--- src/assert_macros.svh ---
// concurrent assertion helpers
`ifndef ASSERT_MACROS_SVH
`define ASSERT_MACROS_SVH
`ifndef NO_ASSERTIONS
`define ASSERT_HOLDS(lbl, clk, rst, prop, msg) \
  lbl: assert property (@(posedge clk) disable iff (rst) prop) else $error(msg);
`define ASSERT_NEXT(lbl, clk, rst, ante, cons, msg) \
  lbl: assert property (@(posedge clk) disable iff (rst) (ante) |=> (cons)) else $error(msg);
`else
`define ASSERT_HOLDS(lbl, clk, rst, prop, msg)
`define ASSERT_NEXT(lbl, clk, rst, ante, cons, msg)
`endif
`endif

--- src/i2cbb_pkg.sv ---
package i2cbb_pkg;

  localparam logic [2:0] OP_RECOVER = 3'd0;
  localparam logic [2:0] OP_START   = 3'd1;
  localparam logic [2:0] OP_STOP    = 3'd2;
  localparam logic [2:0] OP_ACK     = 3'd3;
  localparam logic [2:0] OP_WRITE   = 3'd4;
  localparam logic [2:0] OP_READ    = 3'd5;

  localparam logic [3:0] RECOVERY_LIMIT_RESET = 4'd8;
  localparam logic [3:0] BITS_PER_BYTE        = 4'd8;

  typedef enum logic [15:0] {
    PH_IDLE      = 16'b0000_0000_0000_0001,
    PH_REC_CHECK = 16'b0000_0000_0000_0010,
    PH_REC_PULSE = 16'b0000_0000_0000_0100,
    PH_S2        = 16'b0000_0000_0000_1000,
    PH_S3        = 16'b0000_0000_0001_0000,
    PH_P2        = 16'b0000_0000_0010_0000,
    PH_P3        = 16'b0000_0000_0100_0000,
    PH_A2        = 16'b0000_0000_1000_0000,
    PH_W_LOW     = 16'b0000_0001_0000_0000,
    PH_W_DATA    = 16'b0000_0010_0000_0000,
    PH_W_HIGH    = 16'b0000_0100_0000_0000,
    PH_W_END     = 16'b0000_1000_0000_0000,
    PH_R_LOW     = 16'b0001_0000_0000_0000,
    PH_R_HIGH    = 16'b0010_0000_0000_0000,
    PH_R_SAMPLE  = 16'b0100_0000_0000_0000,
    PH_R_END     = 16'b1000_0000_0000_0000
  } phase_t;

  typedef struct packed {
    logic       cmd_valid;
    logic [2:0] operation;
    logic [7:0] write_data;
    logic       sda_in;
  } slot_in_t;

  typedef struct packed {
    logic       scl_out;
    logic       sda_out;
    logic       ready_res;
    logic [7:0] read_data;
    logic       read_valid;
  } slot_out_t;

endpackage

--- src/i2c_bit_bang_master.sv ---
// channel | dir | handshake            | beat
// in      | in  | in_valid / in_ready   | i2cbb_pkg::slot_in_t, one bus slot
// out     | out | out_valid / out_ready | i2cbb_pkg::slot_out_t, pin levels of the slot
// cfg     | in  | cfg_valid / cfg_ready | 4-bit recovery_limit
// one slot per cycle while in_ready is high: the sequencer step and the output register update on the same edge
// an in beat shows up as an out beat in the cycle after it is taken, through the output register
// in_ready drops only while a finished out beat waits on out_ready
// reset idles the sequencer, releases both lines and sets recovery_limit to 8
// cfg_ready is always high
`include "assert_macros.svh"

module i2c_bit_bang_master (
  input  logic                  clk,
  input  logic                  rst,
  input  logic                  in_valid,
  output logic                  in_ready,
  input  i2cbb_pkg::slot_in_t   in_data,
  output logic                  out_valid,
  input  logic                  out_ready,
  output i2cbb_pkg::slot_out_t  out_data,
  input  logic                  cfg_valid,
  output logic                  cfg_ready,
  input  logic [3:0]            cfg_data
);

  i2cbb_pkg::phase_t phase, phase_next;
  logic [3:0] bit_count, bit_count_next;
  logic [7:0] shift_byte, shift_byte_next;
  logic [2:0] current_op, current_op_next;
  logic [3:0] recovery_count, recovery_count_next;
  logic       scl_level, scl_level_next;
  logic       sda_level, sda_level_next;
  logic [3:0] recovery_limit;
  logic       rvalid;
  logic       in_fire;

  assign cfg_ready = 1'b1;
  assign in_ready  = !out_valid || out_ready;
  assign in_fire   = in_valid && in_ready;

  always_comb begin
    phase_next          = phase;
    bit_count_next      = bit_count;
    shift_byte_next     = shift_byte;
    current_op_next     = current_op;
    recovery_count_next = recovery_count;
    scl_level_next      = scl_level;
    sda_level_next      = sda_level;
    rvalid              = 1'b0;
    unique case (phase)
      i2cbb_pkg::PH_IDLE: begin
        if (in_data.cmd_valid) begin
          unique case (in_data.operation)
            i2cbb_pkg::OP_RECOVER: begin
              current_op_next     = in_data.operation;
              sda_level_next      = 1'b1;
              recovery_count_next = '0;
              phase_next          = i2cbb_pkg::PH_REC_CHECK;
            end
            i2cbb_pkg::OP_START: begin
              current_op_next = in_data.operation;
              scl_level_next  = 1'b1;
              sda_level_next  = 1'b1;
              phase_next      = i2cbb_pkg::PH_S2;
            end
            i2cbb_pkg::OP_STOP: begin
              current_op_next = in_data.operation;
              scl_level_next  = 1'b0;
              sda_level_next  = 1'b0;
              phase_next      = i2cbb_pkg::PH_P2;
            end
            i2cbb_pkg::OP_ACK: begin
              current_op_next = in_data.operation;
              scl_level_next  = 1'b1;
              phase_next      = i2cbb_pkg::PH_A2;
            end
            i2cbb_pkg::OP_WRITE: begin
              current_op_next = in_data.operation;
              shift_byte_next = in_data.write_data;
              bit_count_next  = '0;
              scl_level_next  = 1'b0;
              phase_next      = i2cbb_pkg::PH_W_DATA;
            end
            i2cbb_pkg::OP_READ: begin
              current_op_next = in_data.operation;
              sda_level_next  = 1'b1;
              shift_byte_next = '0;
              bit_count_next  = '0;
              scl_level_next  = 1'b0;
              phase_next      = i2cbb_pkg::PH_R_HIGH;
            end
            default: begin
              phase_next = i2cbb_pkg::PH_IDLE;
            end
          endcase
        end
      end
      i2cbb_pkg::PH_REC_CHECK: begin
        if (!in_data.sda_in && (recovery_count < recovery_limit)) begin
          scl_level_next = 1'b0;
          phase_next     = i2cbb_pkg::PH_REC_PULSE;
        end else begin
          scl_level_next = 1'b1;
          sda_level_next = 1'b1;
          phase_next     = i2cbb_pkg::PH_IDLE;
        end
      end
      i2cbb_pkg::PH_REC_PULSE: begin
        scl_level_next      = 1'b1;
        recovery_count_next = recovery_count + 4'd1;
        phase_next          = i2cbb_pkg::PH_REC_CHECK;
      end
      i2cbb_pkg::PH_S2: begin
        sda_level_next = 1'b0;
        phase_next     = i2cbb_pkg::PH_S3;
      end
      i2cbb_pkg::PH_S3: begin
        scl_level_next = 1'b0;
        phase_next     = i2cbb_pkg::PH_IDLE;
      end
      i2cbb_pkg::PH_P2: begin
        scl_level_next = 1'b1;
        phase_next     = i2cbb_pkg::PH_P3;
      end
      i2cbb_pkg::PH_P3: begin
        sda_level_next = 1'b1;
        phase_next     = i2cbb_pkg::PH_IDLE;
      end
      i2cbb_pkg::PH_A2: begin
        scl_level_next = 1'b0;
        phase_next     = i2cbb_pkg::PH_IDLE;
      end
      i2cbb_pkg::PH_W_LOW: begin
        scl_level_next = 1'b0;
        phase_next     = i2cbb_pkg::PH_W_DATA;
      end
      i2cbb_pkg::PH_W_DATA: begin
        sda_level_next = shift_byte[7];
        phase_next     = i2cbb_pkg::PH_W_HIGH;
      end
      i2cbb_pkg::PH_W_HIGH: begin
        scl_level_next  = 1'b1;
        shift_byte_next = {shift_byte[6:0], 1'b0};
        bit_count_next  = bit_count + 4'd1;
        phase_next      = (bit_count_next >= i2cbb_pkg::BITS_PER_BYTE) ?
                          i2cbb_pkg::PH_W_END : i2cbb_pkg::PH_W_LOW;
      end
      i2cbb_pkg::PH_W_END: begin
        scl_level_next = 1'b0;
        phase_next     = i2cbb_pkg::PH_IDLE;
      end
      i2cbb_pkg::PH_R_LOW: begin
        scl_level_next = 1'b0;
        phase_next     = i2cbb_pkg::PH_R_HIGH;
      end
      i2cbb_pkg::PH_R_HIGH: begin
        scl_level_next = 1'b1;
        phase_next     = i2cbb_pkg::PH_R_SAMPLE;
      end
      i2cbb_pkg::PH_R_SAMPLE: begin
        shift_byte_next = {shift_byte[6:0], in_data.sda_in};
        bit_count_next  = bit_count + 4'd1;
        phase_next      = (bit_count_next >= i2cbb_pkg::BITS_PER_BYTE) ?
                          i2cbb_pkg::PH_R_END : i2cbb_pkg::PH_R_LOW;
      end
      i2cbb_pkg::PH_R_END: begin
        scl_level_next = 1'b0;
        rvalid         = 1'b1;
        phase_next     = i2cbb_pkg::PH_IDLE;
      end
      default: begin
        phase_next = i2cbb_pkg::PH_IDLE;
      end
    endcase
  end

  always_ff @(posedge clk) begin
    if (rst) begin
      phase          <= i2cbb_pkg::PH_IDLE;
      bit_count      <= '0;
      shift_byte     <= '0;
      current_op     <= '0;
      recovery_count <= '0;
      scl_level      <= 1'b1;
      sda_level      <= 1'b1;
      recovery_limit <= i2cbb_pkg::RECOVERY_LIMIT_RESET;
    end else begin
      if (cfg_valid && cfg_ready) begin
        recovery_limit <= cfg_data;
      end
      if (in_fire) begin
        phase          <= phase_next;
        bit_count      <= bit_count_next;
        shift_byte     <= shift_byte_next;
        current_op     <= current_op_next;
        recovery_count <= recovery_count_next;
        scl_level      <= scl_level_next;
        sda_level      <= sda_level_next;
      end
    end
  end

  // output register
  always_ff @(posedge clk) begin
    if (rst) begin
      out_valid <= 1'b0;
    end else if (in_fire) begin
      out_valid <= 1'b1;
    end else if (out_ready) begin
      out_valid <= 1'b0;
    end
  end

  always_ff @(posedge clk) begin
    if (in_fire) begin
      out_data.scl_out    <= scl_level_next;
      out_data.sda_out    <= sda_level_next;
      out_data.ready_res  <= (phase_next == i2cbb_pkg::PH_IDLE);
      out_data.read_data  <= rvalid ? shift_byte_next : 8'd0;
      out_data.read_valid <= rvalid;
    end
  end

  `ASSERT_HOLDS(a_read_ends_idle, clk, rst,
    (out_valid && out_data.read_valid) |-> out_data.ready_res, "read beat not idle")
  `ASSERT_HOLDS(a_bit_count_range, clk, rst, bit_count <= i2cbb_pkg::BITS_PER_BYTE,
    "bit count past byte")
  `ASSERT_NEXT(a_start_released, clk, rst,
    in_fire && (phase == i2cbb_pkg::PH_IDLE) && in_data.cmd_valid &&
    (in_data.operation == i2cbb_pkg::OP_START),
    out_valid && out_data.scl_out && out_data.sda_out && !out_data.ready_res,
    "start slot wrong")
  `ASSERT_NEXT(a_busy_ignores_cmd, clk, rst,
    in_fire && (phase != i2cbb_pkg::PH_IDLE), $stable(current_op), "command taken while busy")
  `ASSERT_HOLDS(a_recovery_bound, clk, rst,
    (phase == i2cbb_pkg::PH_REC_PULSE) |-> (recovery_count < recovery_limit),
    "recovery pulse past limit")

endmodule
--- config.mk ---
export PLATFORM = sky130hd
export DESIGN_NAME = i2c_bit_bang_master
export DESIGN_NICKNAME = d
export VERILOG_FILES = /design/src/i2cbb_pkg.sv /design/src/i2c_bit_bang_master.sv
export VERILOG_INCLUDE_DIRS = /design/src /design/src/src
export SDC_FILE = /design/constraint.sdc
export NUM_CORES = 1
export LEC_CHECK = 0
export BUFFER_PORTS_ARGS = -buffer_cell sky130_fd_sc_hd__buf_4
export CELL_PAD_IN_SITES_DETAIL_PLACEMENT = 0
export CELL_PAD_IN_SITES_GLOBAL_PLACEMENT = 2
export CORE_ASPECT_RATIO = 1.75
export CORE_MARGIN = 4
export CORE_UTILIZATION = 37
export DETAILED_ROUTE_END_ITERATION = 10
export PLACE_DENSITY_LB_ADDON = 0.05
export SETUP_SLACK_MARGIN = 0.2
export SYNTH_ARGS = -nofsm -noshare
export SYNTH_HDL_FRONTEND = slang
export SYNTH_SLANG_ARGS = --single-unit
--- constraint.sdc ---
create_clock -name clk -period 8.43 [get_ports clk]
set_clock_uncertainty 0.2 [all_clocks]
set_input_delay 0.4215 -clock clk [delete_from_list [all_inputs] [get_ports clk]]
set_output_delay 0.4215 -clock clk [all_outputs]
set_load 0.1 [all_outputs]
; Word-level counts from Yosys, hierarchy flattened
; Index checks and enable logic that the tools add are counted.
[op_classes]
add_sub_neg = 2
order_cmp = 2
n_eq_ne = 25
n_mux = 26
n_reduce_logical = 18
[op_table]
columns = op, count
row1 = one-hot mux 16 bit (11 select lines), 1
row2 = one-hot mux 14 bit (6 select lines), 1
row3 = equality test 16 x 1 -> 1 bit (second input constant), 2
row4 = 2-to-1 mux 16 bit, 2
row5 = one-hot mux 8 bit (3 select lines), 1
row6 = equality test 16 x 10 -> 1 bit (second input constant), 1
row7 = equality test 16 x 11 -> 1 bit (second input constant), 1
row8 = equality test 16 x 12 -> 1 bit (second input constant), 1
row9 = equality test 16 x 13 -> 1 bit (second input constant), 1
row10 = equality test 16 x 14 -> 1 bit (second input constant), 1
row11 = equality test 16 x 15 -> 1 bit (second input constant), 1
row12 = equality test 16 bit (second input constant), 1
row13 = equality test 16 x 2 -> 1 bit (second input constant), 1
row14 = equality test 16 x 3 -> 1 bit (second input constant), 1
row15 = equality test 16 x 4 -> 1 bit (second input constant), 1
row16 = equality test 16 x 5 -> 1 bit (second input constant), 1
row17 = equality test 16 x 6 -> 1 bit (second input constant), 1
row18 = equality test 16 x 7 -> 1 bit (second input constant), 1
row19 = equality test 16 x 8 -> 1 bit (second input constant), 1
row20 = equality test 16 x 9 -> 1 bit (second input constant), 1
row21 = 2-to-1 mux 4 bit, 4
row22 = one-hot mux 4 bit (2 select lines), 2
row23 = one-hot mux 8 bit (2 select lines), 1
row24 = 2-to-1 mux 12 bit, 1
row25 = 24 further kinds, 43
[word_totals]
ff_bits = 51
input_bits = 22
output_inout_bits = 15

; Longest topological paths before layout
; Gate-level depths: netlist of the first run.
[depth]
depth_word = 5
mapped_depth = 8
ltp_nobuf = 7

; Least setup slack after synthesis of the first run
; OpenSTA, ideal clock, no wires.
[synth_path]
path_kind = register -> register
startpoint = register out_valid
endpoint = register phase[0]
setup_time_ps = 130
t_arrival_ps = 3029
t_required_ps = 8100
path_slack_ps = 5071
path_stages_with_launch = 7
path_buffers = 1
period_less_slack_ps = 3359
path_cell_list = dfxtp_1 -> nand2b_1 -> nand2_1 -> inv_1 -> clkbuf_1 -> nor3_1 -> a21oi_1
[synth_via]
elab_chain_len = 3
[synth_rtl]
columns = element, line_no
row1 = from (decl), i2c_bit_bang_master.sv:18  ; output logic out_valid,
row2 = from (signal assigned), i2c_bit_bang_master.sv:206  ; out_valid <= 1'b0;
row3 = from (signal assigned), i2c_bit_bang_master.sv:208  ; out_valid <= 1'b1;
row4 = from (signal assigned), i2c_bit_bang_master.sv:210  ; out_valid <= 1'b0;
row5 = zero test 1 bit, i2c_bit_bang_master.sv:38  ; assign in_ready = !out_valid || out_ready;
row6 = logical OR 1 bit, i2c_bit_bang_master.sv:38
row7 = named net in_ready, i2c_bit_bang_master.sv:16  ; output logic in_ready,
row8 = logical AND 1 bit, i2c_bit_bang_master.sv:39  ; assign in_fire = in_valid && in_ready;
row9 = named net in_fire, i2c_bit_bang_master.sv:35  ; logic in_fire;
row10 = to (signal assigned), i2c_bit_bang_master.sv:179  ; phase <= i2cbb_pkg::PH_IDLE;
row11 = to (signal assigned), i2c_bit_bang_master.sv:192  ; phase <= phase_next;
row12 = to (decl), i2c_bit_bang_master.sv:26  ; i2cbb_pkg::phase_t phase, phase_next;
; The timed path passes the listed nets, and every way through them passes these cells.
; A chain may end at the register's enable or synchronous reset.

==> results of run 1 <==
-- cells by family after synthesis --
kind of cell	synth area share
AO/OA/AOI/OAI	0.2179
XOR/XNOR	0.01248
adder cells (fa/ha/maj)	0.02228
buffers and inverters	0.05704
flip-flops	0.4064
multiplexers	0.01783
other	0.001336
AND/OR/NAND/NOR	0.2647
-- sequential cells by signal (all words and copies together) (netlist names) --
name            cells
phase              16
scl_level           1
out_data           12
bit_count           4
recovery_limit      4
shift_byte          8
recovery_count      4
out_valid           1
sda_level           1
-- metal layers --
| layer | global-route usage | vias to the layer above | routed length (µm) |
|---|---|---|---|
| li1 | - | 1306 | - |
| met1 | 0.2240 | 1270 | 3359 |
| met2 | 0.3389 | 80 | 4527 |
| met3 | 0.02441 | 13 | 331 |
| met4 | 0.07256 | 0 | 180 |
| met5 | 0 | - | 0 |
-- cells in the mapped netlist, drive strengths merged, types with 3 or more instances --
cell type and number:
o31ai 3, a32oi 5, nor3 9, o211ai 5
mux2i 5, a31oi 8, buf 7, clkbuf 19
or4 10, nor4 9, or4b 4, a211oi 4
edfxtp 12, a21oi 32, xor2 3, nor2 21
a21o 7, ha 5, dfxtp 39, nor4b 4
nand3 23, nand4 8, nand2b 4, o21ai 22
nand2 24, inv 12, or3 3, nor2b 4
-- worst max path at each step --
stage / depth (start not counted) / slack, ns / to / from
global route: 7 / 5.20 / recovery_count[3]$_SDFFE_PP0P_ / out_valid$_SDFFE_PP0P_
finish: 7 / 5.40 / recovery_count[3]$_SDFFE_PP0P_ / out_valid$_SDFFE_PP0P_
global placement: 8 / 5.28 / recovery_count[3]$_SDFFE_PP0P_ / out_ready
detailed placement: 8 / 5.17 / recovery_count[3]$_SDFFE_PP0P_ / out_ready
CTS: 7 / 5.38 / recovery_count[3]$_SDFFE_PP0P_ / out_valid$_SDFFE_PP0P_
floorplan: 6 / 5.07 / phase[0]$_SDFFE_PP1P_ / out_valid$_SDFFE_PP0P_
-- per-stage QoR --
| stage | instance area [µm²] | power, mW | util | cells |
|---|---|---|---|---|
| 2_1_floorplan | 2808 | 0.3519 | - | 336 |
| 5_1_grt | 3257 | 0.6355 | 0.4471 | 443 |
| 3_5_place_dp | 3093 | 0.3866 | 0.4246 | 435 |
| 3_3_place_gp | 3093 | 0.3864 | 0.4246 | 435 |
| 4_1_cts | 3257 | 0.6152 | 0.4471 | 443 |
| 6_report | 3257 | 0.6083 | 0.4471 | 443 |
-- layout make-up --
class	count	area share
Multi-Input combinational cell	247	0.4625
Inverter	12	0.01383
Sequential cell	51	0.3504
Tap cell	86	0.03304
Clock inverter	3	0.01191
Clock buffer	5	0.03842
Timing Repair Buffer	39	0.08990
-- power breakdown --
part | internal, mW | switching [mW] | leakage, nW
logic | 0.0317 | 0.0840 | 0.668
registers | 0.259 | 0.00613 | 0.433
clock network | 0.139 | 0.0887 | 0.0812
total | 0.429 | 0.179 | 1.18
-- critical path, stage by stage, from the launching register on --
cell      delay, ns
dfxtp_1        0.31
nand2b_1       0.13
nand2_1        0.07
buf_4          0.27
inv_1          0.80
o21ai_1        0.42
or4_1          0.57
a21oi_1        0.17
==> qor.csv, run 1 <==
metric;value;unit
status;completed;
area of the multi-input gates;1506;µm²
Post-Route WL;8397;µm
Pwr Density;186.8;nW/µm²
Crit. End Element;register;
num rows;41;
first-pass GRT wire length;13080;µm
CP startpoint kind;register;
Syn Nets;363;
drt wl/cell;18.95;µm
Tmin final;3.033;ns
crit path max fanout;45;
clk root buf;clkbuf_16;
PnR worst setup slack;5.397;ns
worst slew pin tran;1.138;ns
min-delay worst type;input pin to register;
GRT overflow;0;
Vias;2669;
R2R depth;7;
hold depth;3;
Initial Util;0.3854;
VDD IR max;0.1286;mV
Post-CTS Hold Buffers;0;
critical path type;register to register;
smallest hold slack;0.1413;ns
sequential share of the synthesized area;0.4064;
final hold vios;0;
final setup violation count;0;
Synth cell types;52;
Ys Warns;0;
register area;1141;µm²
number of max-cap violations;0;
Placer Congestion;0.8102;
Overall Global Routing Usage;0.1895;
clock sink total;51;
fill count;764;
Area contributors post-synth;dfxtp_1 (28%), edfxtp_1 (13%), a21oi_1 (5.7%);
Slew Viols, Final;0;
vias in the first global route;2530;
initial antenna violation count;0;
syn avg cell area;8.356;µm²
Buffers on Ports;35;
I/O pin cnt;37;
CP arrival;3.05;ns
top_reg_cell synth;dfxtp_1;
Worst R2R End;recovery_count[3]$_SDFFE_PP0P_;
chip height;123.2;µm
Layout Nets;383;
most frequent cells in the layout;dfxtp_1 (39), buf_4 (39), a21oi_1 (32);
routed vias/inst;6.025;
pre-CTS setup slack;5.171;ns
Post-DP HPWL;5895;µm
total negative slack;0;ns
initial DRC count;180;
FF-to-FF setup slack;5.40;ns
WHS Endpoint;recovery_limit[3]$_SDFFE_PP1P_;
Die W;73.85;µm
TritonCTS clock tree;built;
Post-CTS Setup Inserts;0;
# diodes;0;
DRC viols;0;
RSZ-0062 raised after global routing;false;
post-route ant nets;0;
CP required;8.44;ns
share of layout cells above drive strength 1;0.1457;
RR Startpoint;out_valid$_SDFFE_PP0P_;
slew margin rel.;0.2343;
hold path start;cfg_data[3];
EDFF count, synth;12;
gate count of the mapped netlist;336;
Longest Clk Path Bufs;2;
synthesized flop and latch total;51;
Area Overhead vs Synth;16.00;%
die area;9101;µm²
Fmax;329.8;MHz
Synth Cell Area;2808;µm²
largest net degree at the start of global routing;46;
Clock H-tree levels;2;
CTS clk-pin slew, worst paths;0.07;ns
post-synth top area cell;dfxtp_1;
async set or reset register ratio after synthesis;0;
Core Footprint;7284;µm²
Pleak;1.182;nW
DRT Pass-1 Iters;5;
CTS Buf Count;5;
share of the synthesized area in the top cell type;0.2781;
period utilization;0.3597;
# resized after CTS;0;
Worst-Skew Late Latency;0.29;ns
Power figures use the tool's default switching activity.
==> inputs of run 2 (changes only) <==
- CORE_UTILIZATION: 37 -> 31
- clock period: 8.43 -> 2.7 ns (I/O delays scaled with it)
==> run 2 against run 1 <==
Net effect:
- sequential share of layout area decreased by 4.4 points
- via count increased by 5.7%
- register-to-register slack got worse by 5.2 ns
- sequential cell count unchanged
- die area increased by 18%
- non-clock buffer count increased by 47
- cell count increased by 18%
- first-iteration DRC count decreased by 14%
- critical path type unchanged
- critical endpoint is now recovery_count[2]$_SDFFE_PP0P_
- largest power group unchanged
==> qor.csv, run 2 (synthesized netlist as in run 1, its figures left out) <==
metric;value;unit
most common cell after layout, fill and taps aside;buf_4;
pre-CTS setup slack;0.03238;ns
Slew Viols, Final;0;
DRC viols;0;
critical path depth;5;
RSZ-0062 raised after global routing;true;
routed vias/inst;5.417;
initial DRC count;154;
I/O pin cnt;37;
most frequent cells in the layout;buf_4 (73), dfxtp_1 (38), a21oi_1 (32);
first-pass GRT wire length;14660;µm
Clock power frac;0.330;
Flop pwr share;0.435;
critical path's slowest cell;or4_4;
biggest regs;phase (16), out_data (12), shift_byte (8);
utilization after layout;0.4244;
dpl cells;498;
Die W;79.94;µm
vias in the first global route;2909;
CP required;2.66;ns
Worst path max stage delay;0.56;ns
final cell count without fillers;521;
Post-DP HPWL;6595;µm
drt wl/cell;17.40;µm
clk root buf;clkbuf_16;
crit path max fanout;5;
max FFs per register;16;
CP delay by family, top;simple AND/OR/NAND/NOR gates;
GRT overflow;0;
min-delay worst type;input pin to register;
switching part of the total power;0.3091;
share of layout cells above drive strength 1;0.2450;
Pwr Density;505.8;nW/µm²
Overall Global Routing Usage;0.1754;
Worst-Skew Late Latency;0.29;ns
Most flops, register;phase;
num rows;45;
final setup violation count;0;
chip height;133.9;µm
# diodes;0;
Placer Congestion;0.8110;
Layout Nets;430;
initial antenna violation count;0;
period utilization;0.9188;
combinational share of power;0.235;
Initial Util;0.3197;
Placed Area;3376;µm²
Vias;2822;
Core Footprint;8783;µm²
die area;10700;µm²
Area Overhead vs Synth;32.75;%
R2R depth;5;
post-route ant nets;0;
slew margin rel.;0.5574;
CTS Buf Count;5;
total negative slack;0;ns
Pint;1.303;mW
DRT Pass-1 Iters;4;
clock sink total;51;
Pleak;1.400;nW
CP startpoint kind;register;
Final Power;1.885;mW
Final Cell Area;3727;µm²
Tmin final;2.481;ns
Crit. End Element;register;
worst slew pin tran;0.6592;ns
smallest hold slack;0.02985;ns
Buffers on Ports;35;
TritonCTS clock tree;built;
number of max-cap violations;0;
final hold vios;0;
critical path type;register to register;
Longest Clk Path Bufs;2;
hold depth;3;
crit-path cells;or4b_4 > or4_4 > o41a_1 > o31ai_1 > a21oi_1;
Fmax;403.1;MHz
CP bufs+invs;0;
PnR worst setup slack;0.2193;ns
largest net degree at the start of global routing;45;
Net Sw Power;0.5828;mW
CTS clk-pin slew, worst paths;0.07;ns
VDD IR max;0.2885;mV
CP arrival;2.44;ns
Post-Route WL;9063;µm
Clock H-tree levels;2;
status;completed;
## run 2: final timing paths
path	from	to	slack, ns
worst max-delay path	phase[3]$_SDFFE_PP0P_	recovery_count[2]$_SDFFE_PP0P_	0.22
worst min-delay path	in_data[9]	phase[13]$_SDFFE_PP0P_	0.03
worst max register to register	phase[3]$_SDFFE_PP0P_	recovery_count[2]$_SDFFE_PP0P_	0.22
worst min register to register	bit_count[3]$_SDFFE_PP0P_	bit_count[3]$_SDFFE_PP0P_	0.29
## run 2: power groups by stage
| stage | clock, mW | sequential [mW] | combinational [mW] |
|---|---|---|---|
| floorplan | 0 | 0.935 | 0.164 |
| global placement | 0 | 0.837 | 0.402 |
| detailed placement | 0 | 0.838 | 0.400 |
| CTS | 0.639 | 0.820 | 0.430 |
| global route | 0.668 | 0.823 | 0.475 |
| finish | 0.622 | 0.820 | 0.443 |
## run 2: what timing repair did
item / CTS / global route
pin swaps: 4 / 3
hold buffers: 12 / 0
setup buffers: 2 / 1
setup endpoints to repair: 9 / 30
endpoints found under the hold margin: 6 / 0
resized for setup: 5 / 13
## run 2: layout make-up
cell class,count,area [µm²]
clock buffer,6,128.9
clock inverter,2,7.507
fill,923,5056
inverter,12,45.04
multi-input combinational,247,1578
sequential,51,1142
tap,117,146.4
timing repair buffer,86,679.4
## run 2: routing by layer
layer / part of all wire / track usage / up-vias
met2: 0.56 / 0.3252 / 43
li1: - / - / 1398
met5: 0 / 0 / -
met1: 0.39 / 0.1942 / 1367
met3: 0.028 / 0.02957 / 14
met4: 0.027 / 0.06485 / 0
## run 2: worst reg2reg max path, stage by stage, from the launching register on
cell	delay, ns
dfxtp_1	0.32
or4b_4	0.54
or4_4	0.56
o41a_1	0.41
o31ai_1	0.23
a21oi_1	0.09
